`config.mk`:
```
export PLATFORM = sky130hd
export DESIGN_NAME = aas_ctrl
export DESIGN_NICKNAME = d
export VERILOG_FILES = /design/src/rtl/core/aas_pkg.sv /design/src/rtl/core/aas_ctrl.sv
export SDC_FILE = /design/constraint.sdc
export NUM_CORES = 1
export LEC_CHECK = 0
export ABC_AREA = 0
export BUFFER_PORTS_ARGS = -buffer_cell sky130_fd_sc_hd__buf_2
export CORE_UTILIZATION = 45
export CTS_BUF_LIST = sky130_fd_sc_hd__clkbuf_2
export DETAILED_ROUTE_END_ITERATION = 16
export PLACE_DENSITY = 0.75
export SKIP_LAST_GASP = 1
export SLEW_MARGIN = 20
export SYNTH_ARGS = -nofsm -noshare
export SYNTH_HDL_FRONTEND = slang
export SYNTH_SLANG_ARGS = --single-unit
export TNS_END_PERCENT = 1
```
`constraint.sdc`:
```
create_clock -name i_clk -period 3.7 [get_ports i_clk]
set_clock_uncertainty 0.15 [all_clocks]
set_input_delay 0.74 -clock i_clk [delete_from_list [all_inputs] [get_ports i_clk]]
set_output_delay 0.74 -clock i_clk [all_outputs]
set_load 0.02 [all_outputs]
```
`src/rtl/core/aas_pkg.sv`:
```
`default_nettype none
package aas_pkg;

    // Fixed formats of the fields.
    localparam int EW = 32;       // energy width, signed Q16.16
    localparam int FB = 16;       // fraction bits
    localparam int TW = 32;       // temperature and k width
    localparam int DW = 24;       // damping factor width, Q8.16
    localparam int RW = 16;       // round counter width
    localparam int QW = 20;       // quotient bits of dE / kT
    localparam int YW = 21;       // x * log2(e) in Q5.16
    localparam int AW = 33;       // power accumulator, Q1.32
    localparam int CW = 6;        // iteration counter width

    localparam logic [24:0] LOG2E_Q24 = 25'd24204406;

    // Last iteration indexes of the shared divider and the power unit.
    localparam logic [CW-1:0] EXP_DIV_LAST  = CW'(QW - 1);
    localparam logic [CW-1:0] DAMP_DIV_LAST = CW'(TW - 1);
    localparam logic [CW-1:0] POW_LAST      = CW'(FB - 1);

    // Configuration register indexes.
    localparam logic [2:0] CFG_K       = 3'd0;
    localparam logic [2:0] CFG_T_START = 3'd1;
    localparam logic [2:0] CFG_T_MIN   = 3'd2;
    localparam logic [2:0] CFG_T_RST   = 3'd3;
    localparam logic [2:0] CFG_DAMP    = 3'd4;
    localparam logic [2:0] CFG_ITERS   = 3'd5;

    // Request kinds.
    localparam logic REQ_START = 1'b0;

    typedef enum logic [12:0] {
        S_IDLE  = 13'b0000000000001,
        S_EVAL  = 13'b0000000000010,
        S_KT    = 13'b0000000000100,
        S_KTCHK = 13'b0000000001000,
        S_DIV   = 13'b0000000010000,
        S_LOG   = 13'b0000000100000,
        S_POW   = 13'b0000001000000,
        S_CMP   = 13'b0000010000000,
        S_ROUND = 13'b0000100000000,
        S_DDIV  = 13'b0001000000000,
        S_DFIN  = 13'b0010000000000,
        S_CHK   = 13'b0100000000000,
        S_OUT   = 13'b1000000000000
    } t_state;

    // Commands from the controller to the datapath.
    typedef struct packed {
        logic          capture;
        logic          eval;
        logic          kt_mul;
        logic          kt_chk;
        logic          div_step;
        logic          log_mul;
        logic          pow_step;
        logic [3:0]    pow_idx;
        logic          cmp;
        logic          round;
        logic          damp_fin;
        logic          chk;
        logic          out_load;
    } t_cmd;

    // Status from the datapath to the controller.
    typedef struct packed {
        logic uphill;     // active candidate above both best and current
        logic downhill;   // active candidate taken without exp
        logic exp_go;     // exp is not trivially zero
        logic wrap;       // this round ends a temperature step
        logic damp_div;   // damping needs a real division
    } t_sts;

    // round(2^32 * 2^-(2^-(i+1))) for the bits of the fractional exponent.
    function automatic logic [31:0] pow2_neg(input logic [3:0] i);
        logic [31:0] c;
        case (i)
            4'd0:  c = 32'd3037000500;
            4'd1:  c = 32'd3611622603;
            4'd2:  c = 32'd3938502376;
            4'd3:  c = 32'd4112874773;
            4'd4:  c = 32'd4202935003;
            4'd5:  c = 32'd4248701965;
            4'd6:  c = 32'd4271771996;
            4'd7:  c = 32'd4283353945;
            4'd8:  c = 32'd4289156690;
            4'd9:  c = 32'd4292061010;
            4'd10: c = 32'd4293513907;
            4'd11: c = 32'd4294240540;
            4'd12: c = 32'd4294603903;
            4'd13: c = 32'd4294785595;
            4'd14: c = 32'd4294876445;
            default: c = 32'd4294921870;
        endcase
        return c;
    endfunction

endpackage
`default_nettype wire

```
`src/rtl/core/aas_ctrl.sv`:
```
`default_nettype none
module aas_ctrl (
    input  wire logic            i_clk,
    input  wire logic            i_rst_n,
    input  wire logic            i_in_valid,
    output logic                 o_in_ready,
    output logic                 o_out_valid,
    input  wire logic            i_out_ready,
    input  wire aas_pkg::t_sts   i_sts,
    output aas_pkg::t_cmd        o_cmd
);
    import aas_pkg::*;

    t_state         r_state, n_state;
    logic [CW-1:0]  r_cnt, n_cnt;
    logic           r_ovalid, n_ovalid;
    logic           out_free;

    assign o_in_ready  = (r_state == S_IDLE);
    assign o_out_valid = r_ovalid;
    assign out_free    = !r_ovalid || i_out_ready;

    // Sequencer for one item.
    always_comb begin
        n_state  = r_state;
        n_cnt    = r_cnt;
        n_ovalid = r_ovalid && !i_out_ready;
        o_cmd    = '0;
        o_cmd.pow_idx = r_cnt[3:0];
        unique case (r_state)
            S_IDLE: begin
                if (i_in_valid) begin
                    o_cmd.capture = 1'b1;
                    n_state = S_EVAL;
                end
            end
            S_EVAL: begin
                o_cmd.eval = 1'b1;
                if (i_sts.uphill) begin
                    n_state = S_KT;
                end else if (i_sts.downhill) begin
                    n_state = S_ROUND;
                end else begin
                    n_state = S_OUT;
                end
            end
            S_KT: begin
                o_cmd.kt_mul = 1'b1;
                n_state = S_KTCHK;
            end
            S_KTCHK: begin
                o_cmd.kt_chk = 1'b1;
                n_cnt = EXP_DIV_LAST;
                n_state = i_sts.exp_go ? S_DIV : S_ROUND;
            end
            S_DIV: begin
                o_cmd.div_step = 1'b1;
                n_cnt = r_cnt - CW'(1);
                if (r_cnt == '0) begin
                    n_state = S_LOG;
                end
            end
            S_LOG: begin
                o_cmd.log_mul = 1'b1;
                n_cnt = '0;
                n_state = S_POW;
            end
            S_POW: begin
                o_cmd.pow_step = 1'b1;
                n_cnt = r_cnt + CW'(1);
                if (r_cnt == POW_LAST) begin
                    n_state = S_CMP;
                end
            end
            S_CMP: begin
                o_cmd.cmp = 1'b1;
                n_state = S_ROUND;
            end
            S_ROUND: begin
                o_cmd.round = 1'b1;
                n_cnt = DAMP_DIV_LAST;
                if (!i_sts.wrap) begin
                    n_state = S_OUT;
                end else if (i_sts.damp_div) begin
                    n_state = S_DDIV;
                end else begin
                    n_state = S_CHK;
                end
            end
            S_DDIV: begin
                o_cmd.div_step = 1'b1;
                n_cnt = r_cnt - CW'(1);
                if (r_cnt == '0) begin
                    n_state = S_DFIN;
                end
            end
            S_DFIN: begin
                o_cmd.damp_fin = 1'b1;
                n_state = S_CHK;
            end
            S_CHK: begin
                o_cmd.chk = 1'b1;
                n_state = S_OUT;
            end
            S_OUT: begin
                if (out_free) begin
                    o_cmd.out_load = 1'b1;
                    n_ovalid = 1'b1;
                    n_state = S_IDLE;
                end
            end
            default: begin
                n_state = S_IDLE;
            end
        endcase
    end

    always_ff @(posedge i_clk) begin
        if (!i_rst_n) begin
            r_state  <= S_IDLE;
            r_cnt    <= '0;
            r_ovalid <= 1'b0;
        end else begin
            r_state  <= n_state;
            r_cnt    <= n_cnt;
            r_ovalid <= n_ovalid;
        end
    end

`ifndef SYNTH
    a_onehot_state: assert property (@(posedge i_clk) disable iff (!i_rst_n)
        $onehot(r_state)) else $error("state register is not one-hot");

    a_div_count: assert property (@(posedge i_clk) disable iff (!i_rst_n)
        (r_state == S_DIV) |-> (r_cnt <= EXP_DIV_LAST))
        else $error("exp division ran past its quotient width");

    a_exp_skip: assert property (@(posedge i_clk) disable iff (!i_rst_n)
        (r_state == S_KTCHK && !i_sts.exp_go) |=> (r_state == S_ROUND))
        else $error("zero exp did not skip to the round update");

    a_out_load: assert property (@(posedge i_clk) disable iff (!i_rst_n)
        (r_state == S_OUT && out_free) |=> (r_ovalid && r_state == S_IDLE))
        else $error("result was not presented after the output load");
`endif

endmodule
`default_nettype wire

```
==> results of run 1 <==
==> layer usage <==
layer	part of all wire	wire length [um]
met1	0.42	1480
met2	0.46	1620
met5	0	0
met4	0.028	97
met3	0.093	328
==> power by group through the flow <==
stage	clock [mW]	sequential, mW	combinational, mW
after floorplan	0	0.226	0.0439
after CTS	0.165	0.222	0.0642
after detailed placement	0	0.227	0.0637
after global placement	0	0.226	0.0626
after global routing	0.178	0.223	0.0708
final	0.165	0.223	0.0649
==> worst max-delay path, delay by kind of cell, from the launching register on <==
kind / cells / cell delay, ps
flops: 1 / 400
simple gates: 4 / 1440
buf+inv: 2 / 400
==> synthesized netlist by cell type, drive strengths merged, types with 2 or more instances <==
master	n	share of area
o221ai	3	0.019
a21oi	7	0.028
and3	3	0.013
o21ai	4	0.014
nor3	8	0.037
nand2	9	0.024
or3	4	0.018
or4b	2	0.014
or4	7	0.043
or2	3	0.013
o31ai	2	0.011
o221a	2	0.016
a31oi	2	0.0090
nor2	17	0.046
xor2	2	0.013
nor3b	2	0.011
nand2b	3	0.013
buf	8	0.042
nand3	7	0.025
xnor2	7	0.044
clkbuf	2	0.0054
dfxtp	20	0.29
nor4	7	0.031
and2	4	0.018
ha	5	0.045
inv	10	0.027
==> layout make-up <==
type,instances,area (um^2),area share
multi-input cells,129,890,0.574
flip-flops and latches,20,400,0.258
repair buffers,27,138,0.0889
well taps,31,38.8,0.0250
inverters,10,37.5,0.0242
clock inverters,1,30.0,0.0194
clock buffers,3,15.0,0.00969
==> stage by stage <==
stage	total power, mW	hold slack, ps	util	std cells	cell area, um^2
6_report	0.453	391	0.543	221	1550
5_1_grt	0.472	425	0.543	221	1550
4_1_cts	0.452	384	0.543	221	1550
3_5_place_dp	0.291	357	0.527	217	1500
3_3_place_gp	0.289	345	0.527	217	1500
2_1_floorplan	0.270	321	-	169	1390
==> worst max-delay path by stage <==
| stage | startpoint | endpoint | cells past startpoint |
|---|---|---|---|
| final | r_state[0]$_SDFFE_PN1P_ | o_cmd[1] | 6 |
| after global routing | r_state[0]$_SDFFE_PN1P_ | r_cnt[5]$_SDFFE_PN0P_ | 9 |
| after global placement | r_state[0]$_SDFFE_PN1P_ | r_cnt[5]$_SDFFE_PN0P_ | 9 |
| after detailed placement | r_state[0]$_SDFFE_PN1P_ | r_cnt[5]$_SDFFE_PN0P_ | 9 |
| after CTS | r_state[0]$_SDFFE_PN1P_ | o_cmd[1] | 6 |
| after floorplan | r_state[0]$_SDFFE_PN1P_ | r_cnt[5]$_SDFFE_PN0P_ | 10 |
==> kinds of logic (layout without fill, tap and decap cells) <==
logic type      after synthesis  after routing  synth area share
compound gates               32             32             0.180
xor+xnor                      9              9            0.0566
fa+ha+maj                     6              6            0.0592
buf+inv                      20             41            0.0745
flops                        20             20             0.287
mux                           1              1           0.00718
simple gates                 81             81             0.335
==> sequential cells by signal (all words and copies together) (netlist names) <==
name	count
r_cnt	6
o_out_valid	1
r_state	13
==> run metrics, run 1 <==
Reg-to-Reg Start r_state[0]$_SDFFE_PN1P_; root buf cell clkbuf_2; Sw Share 0.253; Bufs on Longest Clock Path 2; CTS buffer count 3; P&R area growth vs syn 11.1%; vias in the first global route 1270; Final setup viols 0; row count 19; Power Density 292 mW/mm^2; Seq pwr share 0.491; Setup TNS Final 0 ps; Max VDD drop 0.000195 V; M2 GR Usage 0.370; outcome finished, violations left; part of the cycle the worst path needs 0.938; grt ovf 0; CTS clk-pin slew, worst paths 210 ps; Mean Syn Cell Area 8.25 um^2; Register-to-Register Setup Slack 360 ps; global-route wire length before repair 6.13 mm; Core Region 0.00285 mm^2; CTS resizes 0; crit path time final 3470 ps; Buffers on Ports 26; total track usage 0.235; #FFs+latches synth 20; Routed Antenna Nets 0; actual slew at the worst max-slew pin 540 ps; synth warn 0; pin count of the biggest net entering global routing 13; worst-skew pair later-pin latency 330 ps; slowest stage cell, crit path or4_1; CP Capture Type primary output; grt met3 use 0.0357; failing checks DRC; Yosys cell types 52; Critical Path RT 2810 ps; Synth Instances 169; DR vias/cell 6.39; max-cap viol count 0; P_int 0.338 mW; worst slack at placement 399 ps; Filler cells 274; H-tree depth 1; CP Cell Sequence or4_1 -> buf_4 -> or2_1 -> or3_1 -> nor3b_1 -> buf_2; # IOs 27; Hold Crit Start r_cnt[5]$_SDFFE_PN0P_; LEAKAGE 0.718 nW; cells on worst reg2reg path 9; combinational fraction of design power 0.143; die area 0.00332 mm^2; gr busiest metal met2; Post-Syn Area 0.00139 mm^2; max incr delay on CP 550 ps; share of layout cells above drive strength 1 0.226; commonest cells after routing, fill and taps aside buf_2, dfxtp_1, nor2_1; sequential share of the synthesized area 0.287; DR pass1 iterations 10; RSZ-0062 raised after global routing no; slew margin rel. 0.637; Min-Delay Path Class flop to flop; Initial Util 0.489; crit path kind flop to primary output; Routed wire per std cell 15.9 um; Hold Path Depth 1; NetSw 0.115 mW; Die W 57.7 um; Post-DP HPWL 2.66 mm; Post-synth EDFFs 0; most common cell after layout, fill and taps aside buf_2; reg2reg end r_cnt[5]$_SDFFE_PN0P_; Async SR Flop Fraction 0; syn_nets 184; Initial DRC Count 89; Clk pwr share 0.365; met1 Resource Use GR 0.324; GP Congestion 0.882; Sinks on Clock Net 20; Hold EP r_cnt[5]$_SDFFE_PN0P_; drt total wl 3.52 mm; Max FO, Critical Path 7; DR vias 1413; Final Hold Viols 0; CP startpoint kind flop; fmax 288 MHz; CTS Hold Buffers Added 0; Remaining DRCs 1; CTS tree done; setup ws final 230 ps; nets@finish 206; die height 57.7 um; Critical Path AT 2580 ps; Top FF cell, synth dfxtp_1; Final Max Slew Viols 0; Ant. Diodes 0; antenna violations before repair 0; Post-CTS Setup Inserts 0
Note: power is estimated with default switching activity, not from simulation.
==> inputs of run 2 (changes only) <==
--- a/config.mk
+++ b/config.mk
@@ -7,10 +7,10 @@
 export LEC_CHECK = 0
 export ABC_AREA = 0
 export BUFFER_PORTS_ARGS = -buffer_cell sky130_fd_sc_hd__buf_2
-export CORE_UTILIZATION = 45
+export CORE_UTILIZATION = 57
 export CTS_BUF_LIST = sky130_fd_sc_hd__clkbuf_2
 export DETAILED_ROUTE_END_ITERATION = 16
-export PLACE_DENSITY = 0.75
+export PLACE_DENSITY = 0.9
 export SKIP_LAST_GASP = 1
 export SLEW_MARGIN = 20
 export SYNTH_ARGS = -nofsm -noshare
==> run metrics, run 2 (synthesis gave the netlist of run 1 again) <==
H-tree depth 1; global-route wire length before repair 5.40 mm; Min-Delay Path Class flop to flop; drt total wl 3.40 mm; Power Density 252 mW/mm^2; max-cap viol count 0; Final setup viols 0; CTS buffer count 3; Sinks on Clock Net 20; Die W 51.5 um; Final Max Slew Viols 0; Clk pwr share 0.250; Critical Path RT 3770 ps; slew margin rel. 0.596; Routed wire per std cell 15.7 um; final core occ 0.670; Max FO, Critical Path 8; Multi-input gate area 890 um^2; part of the cycle the worst path needs 0.942; Critical Path AT 3560 ps; M2 GR Usage 0.446; P_int 0.267 mW; root buf cell clkbuf_2; fmax 287 MHz; slowest stage cell, crit path or4_1; commonest cells after routing, fill and taps aside buf_2, dfxtp_1, nor2_1; CTS resizes 0; pin count of the biggest net entering global routing 12; die area 0.00265 mm^2; DR pass1 iterations 4; CP delay by family, top simple AND/OR/NAND/NOR gates; P&R area growth vs syn 8.44%; Seq pwr share 0.585; Biggest register r_state; Buf/Inv on CP 0; CTS Hold Buffers Added 0; outcome complete, no violations; NetSw 0.115 mW; combinational fraction of design power 0.165; met1 Resource Use GR 0.355; FF+latch area 400 um^2; actual slew at the worst max-slew pin 601 ps; worst-skew pair later-pin latency 330 ps; grt met3 use 0.0387; Buffers on Ports 26; most common cell after layout, fill and taps aside buf_2; Pwr Total 0.381 mW; CP startpoint kind flop; DR vias/cell 6.40; Core Region 0.00225 mm^2; DR vias 1389; Post-DP HPWL 2.68 mm; RSZ-0062 raised after global routing no; total track usage 0.272; antenna violations before repair 0; CTS clk-pin slew, worst paths 200 ps; Sw Share 0.300; hold_ws 421 ps; vias in the first global route 1183; gr busiest metal met2; crit path time final 3490 ps; crit path kind flop to flop; Initial Util 0.618; Initial DRC Count 84; Final Hold Viols 0; max incr delay on CP 680 ps; CP Capture Type flop; grt ovf 0; max reg flops 13; die height 51.5 um; Max VDD drop 0.000235 V; share of layout cells above drive strength 1 0.217; Setup TNS Final 0 ps; CP Cell Sequence or4_1 -> or4_4 -> nor3_4 -> ha_1 -> a211oi_1 -> a21oi_1 -> a2111o_1 -> o31ai_1 -> a311oi_1; nets@finish 205; Ant. Diodes 0; Bufs on Longest Clock Path 2; row count 17; CTS tree done; LEAKAGE 0.701 nW; # IOs 27; Filler cells 200; Remaining DRCs 0; Post-CTS Setup Inserts 0; Routed Antenna Nets 0; GP Congestion 0.895
[run 2: worst reg2reg max path, delay by kind of cell, from the launching register on]
family / cells / cell delay [ps]
compound gates: 5 / 900
simple gates: 3 / 1610
fa+ha+maj: 1 / 330
flops: 1 / 400
[run 2: metal layers]
layer	wire length [um]	share of wire	vias to the layer above
li1	-	-	669
met1	1420	0.42	626
met2	1610	0.47	82
met3	273	0.080	12
met4	92	0.027	0
met5	0	0	-
[run 2: final timing paths]
check,startpoint,slack [ps],end,cells after the start
setup / recovery,r_state[0]$_SDFFE_PN1P_,210,r_cnt[5]$_SDFFE_PN0P_,9
hold / removal,r_cnt[5]$_SDFFE_PN0P_,420,r_cnt[5]$_SDFFE_PN0P_,1
setup reg to reg,r_state[0]$_SDFFE_PN1P_,210,r_cnt[5]$_SDFFE_PN0P_,9
hold reg to reg,r_cnt[5]$_SDFFE_PN0P_,420,r_cnt[5]$_SDFFE_PN0P_,1
[run 2: per-stage QoR]
step | setup slack, ps | cells | area, um^2
2_1_floorplan | 348 | 169 | 1390
3_3_place_gp | 373 | 213 | 1490
3_5_place_dp | 271 | 213 | 1490
4_1_cts | 224 | 217 | 1510
5_1_grt | 15.3 | 217 | 1510
6_report | 215 | 217 | 1510
[run 2: power groups by stage]
| stage | logic (mW) | clock network, mW | registers (mW) |
|---|---|---|---|
| after CTS | 0.0620 | 0.0957 | 0.223 |
| after floorplan | 0.0439 | 0 | 0.226 |
| after global placement | 0.0598 | 0 | 0.226 |
| after detailed placement | 0.0615 | 0 | 0.227 |
| after global routing | 0.0671 | 0.106 | 0.224 |
| final | 0.0630 | 0.0955 | 0.223 |
[run 2: area by class of cell]
type | count | share of cell area
clock inverter | 1 | 0.00248
multi-input combinational | 129 | 0.589
sequential | 20 | 0.265
timing repair buffer | 26 | 0.0861
clock buffer | 3 | 0.00993
inverter | 10 | 0.0248
tap | 28 | 0.0232
==> inputs of run 3 (changes only) <==
--- a/config.mk
+++ b/config.mk
@@ -7,10 +7,11 @@
 export LEC_CHECK = 0
 export ABC_AREA = 0
 export BUFFER_PORTS_ARGS = -buffer_cell sky130_fd_sc_hd__buf_2
-export CORE_UTILIZATION = 57
-export CTS_BUF_LIST = sky130_fd_sc_hd__clkbuf_2
+export CORE_UTILIZATION = 54
+export CTS_BUF_LIST = sky130_fd_sc_hd__clkbuf_16
+export CTS_CLUSTER_SIZE = 40
 export DETAILED_ROUTE_END_ITERATION = 16
-export PLACE_DENSITY = 0.9
+export PLACE_DENSITY = 0.86
 export SKIP_LAST_GASP = 1
 export SLEW_MARGIN = 20
 export SYNTH_ARGS = -nofsm -noshare
==> run metrics, run 3 (synthesis gave the netlist of run 1 again) <==
Filler cells 193; Final setup viols 0; Max VDD drop 0.000381 V; share of layout cells above drive strength 1 0.234; LEAKAGE 0.754 nW; CTS Hold Buffers Added 0; Sinks on Clock Net 20; P&R area growth vs syn 16.4%; outcome complete, no violations; Buffers on Ports 26; crit path kind flop to flop; nets@finish 208; Setup TNS Final 0 ps; row count 18; most common cell after layout, fill and taps aside buf_2; vias in the first global route 1236; Final Max Slew Viols 0; Routed Antenna Nets 0; Critical Path AT 3450 ps; max reg flops 13; grt ovf 0; fmax 287 MHz; Initial DRC Count 86; Die W 52.8 um; GP Congestion 0.927; hold_ws 376 ps; global-route wire length before repair 5.83 mm; Bufs on Longest Clock Path 2; RSZ-0062 raised after global routing no; CTS resizes 0; CP Capture Type flop; crit path time final 3480 ps; root buf cell clkbuf_16; drt total wl 3.70 mm; CTS tree done; CTS buffer count 3; part of the cycle the worst path needs 0.940; DR vias/cell 6.49; max-cap viol count 0; total track usage 0.290; Routed wire per std cell 16.7 um; CP startpoint kind flop; commonest cells after routing, fill and taps aside buf_2, dfxtp_1, nor2_1; slew margin rel. 0.641; pin count of the biggest net entering global routing 13; antenna violations before repair 0; DR vias 1441; Core Region 0.00245 mm^2; Post-CTS Setup Inserts 0; Post-DP HPWL 2.71 mm; H-tree depth 1; die height 52.8 um; die area 0.00279 mm^2; Biggest register r_state; DR pass1 iterations 4; actual slew at the worst max-slew pin 534 ps; Final Hold Viols 0; Max FO, Critical Path 8; CTS clk-pin slew, worst paths 60 ps; Ant. Diodes 0; # IOs 27; Pwr Total 0.583 mW; Remaining DRCs 0; Initial Util 0.568; worst-skew pair later-pin latency 250 ps; Power Density 359 mW/mm^2; Critical Path RT 3670 ps; Min-Delay Path Class flop to flop
==> run 3: changes by cell type in the layout (fill, tap and decap cells not counted), sizes merged <==
cell    before  now
buf         26   29
bufinv       0    1
clkinv       1    0
==> run 3: final cells by class <==
| type | count | area, um^2 | share of cell area |
|---|---|---|---|
| clock buffers | 3 | 75.1 | 0.0463 |
| clock inverters | 1 | 30.0 | 0.0185 |
| well taps | 30 | 37.5 | 0.0231 |
| repair buffers | 29 | 153 | 0.0941 |
| multi-input cells | 129 | 890 | 0.548 |
| inverters | 10 | 37.5 | 0.0231 |
| flip-flops and latches | 20 | 400 | 0.247 |
==> run 3: final timing paths <==
kind                           startpoint                     to  slack [ps]  cells past startpoint
hold reg to reg     r_cnt[5]$_SDFFE_PN0P_  r_cnt[5]$_SDFFE_PN0P_         380                      1
hold / removal      r_cnt[5]$_SDFFE_PN0P_  r_cnt[5]$_SDFFE_PN0P_         380                      1
setup reg to reg  r_state[0]$_SDFFE_PN1P_  r_cnt[5]$_SDFFE_PN0P_         220                      9
setup / recovery  r_state[0]$_SDFFE_PN1P_  r_cnt[5]$_SDFFE_PN0P_         220                      9
==> run 3: metrics by stage <==
stage,util,instance area [um^2],std cells,setup slack (ps)
floorplan,-,1390,169,348
CTS,0.652,1600,219,163
global placement,0.609,1500,215,373
global route,0.661,1620,222,85.3
detailed placement,0.609,1500,215,248
finish,0.661,1620,222,222
==> run 3: worst max-delay path, stage by stage (launching register included) <==
cell and delay (ps):
dfxtp_1 350, or4_1 670, or4_4 560, nor3_4 280
ha_1 330, a211oi_1 310, a21oi_1 150, nor2_1 210
mux2i_1 230, a311oi_1 100
==> run 3: per-layer routing <==
metal,share of wire,global-route usage,vias up
met4,0.037,0.105,0
met1,0.40,0.363,663
met2,0.47,0.464,88
met5,0,0,-
met3,0.090,0.0841,17
li1,-,-,673
==> run 3: report_power, final <==
| part | internal (mW) | leakage [nW] | total, mW | switching, mW |
|---|---|---|---|---|
| Clock | 0.215 | 0.0511 | 0.298 | 0.0832 |
| Combinational | 0.0247 | 0.542 | 0.0631 | 0.0383 |
| Sequential | 0.218 | 0.162 | 0.222 | 0.00405 |
| Total | 0.458 | 0.754 | 0.583 | 0.126 |
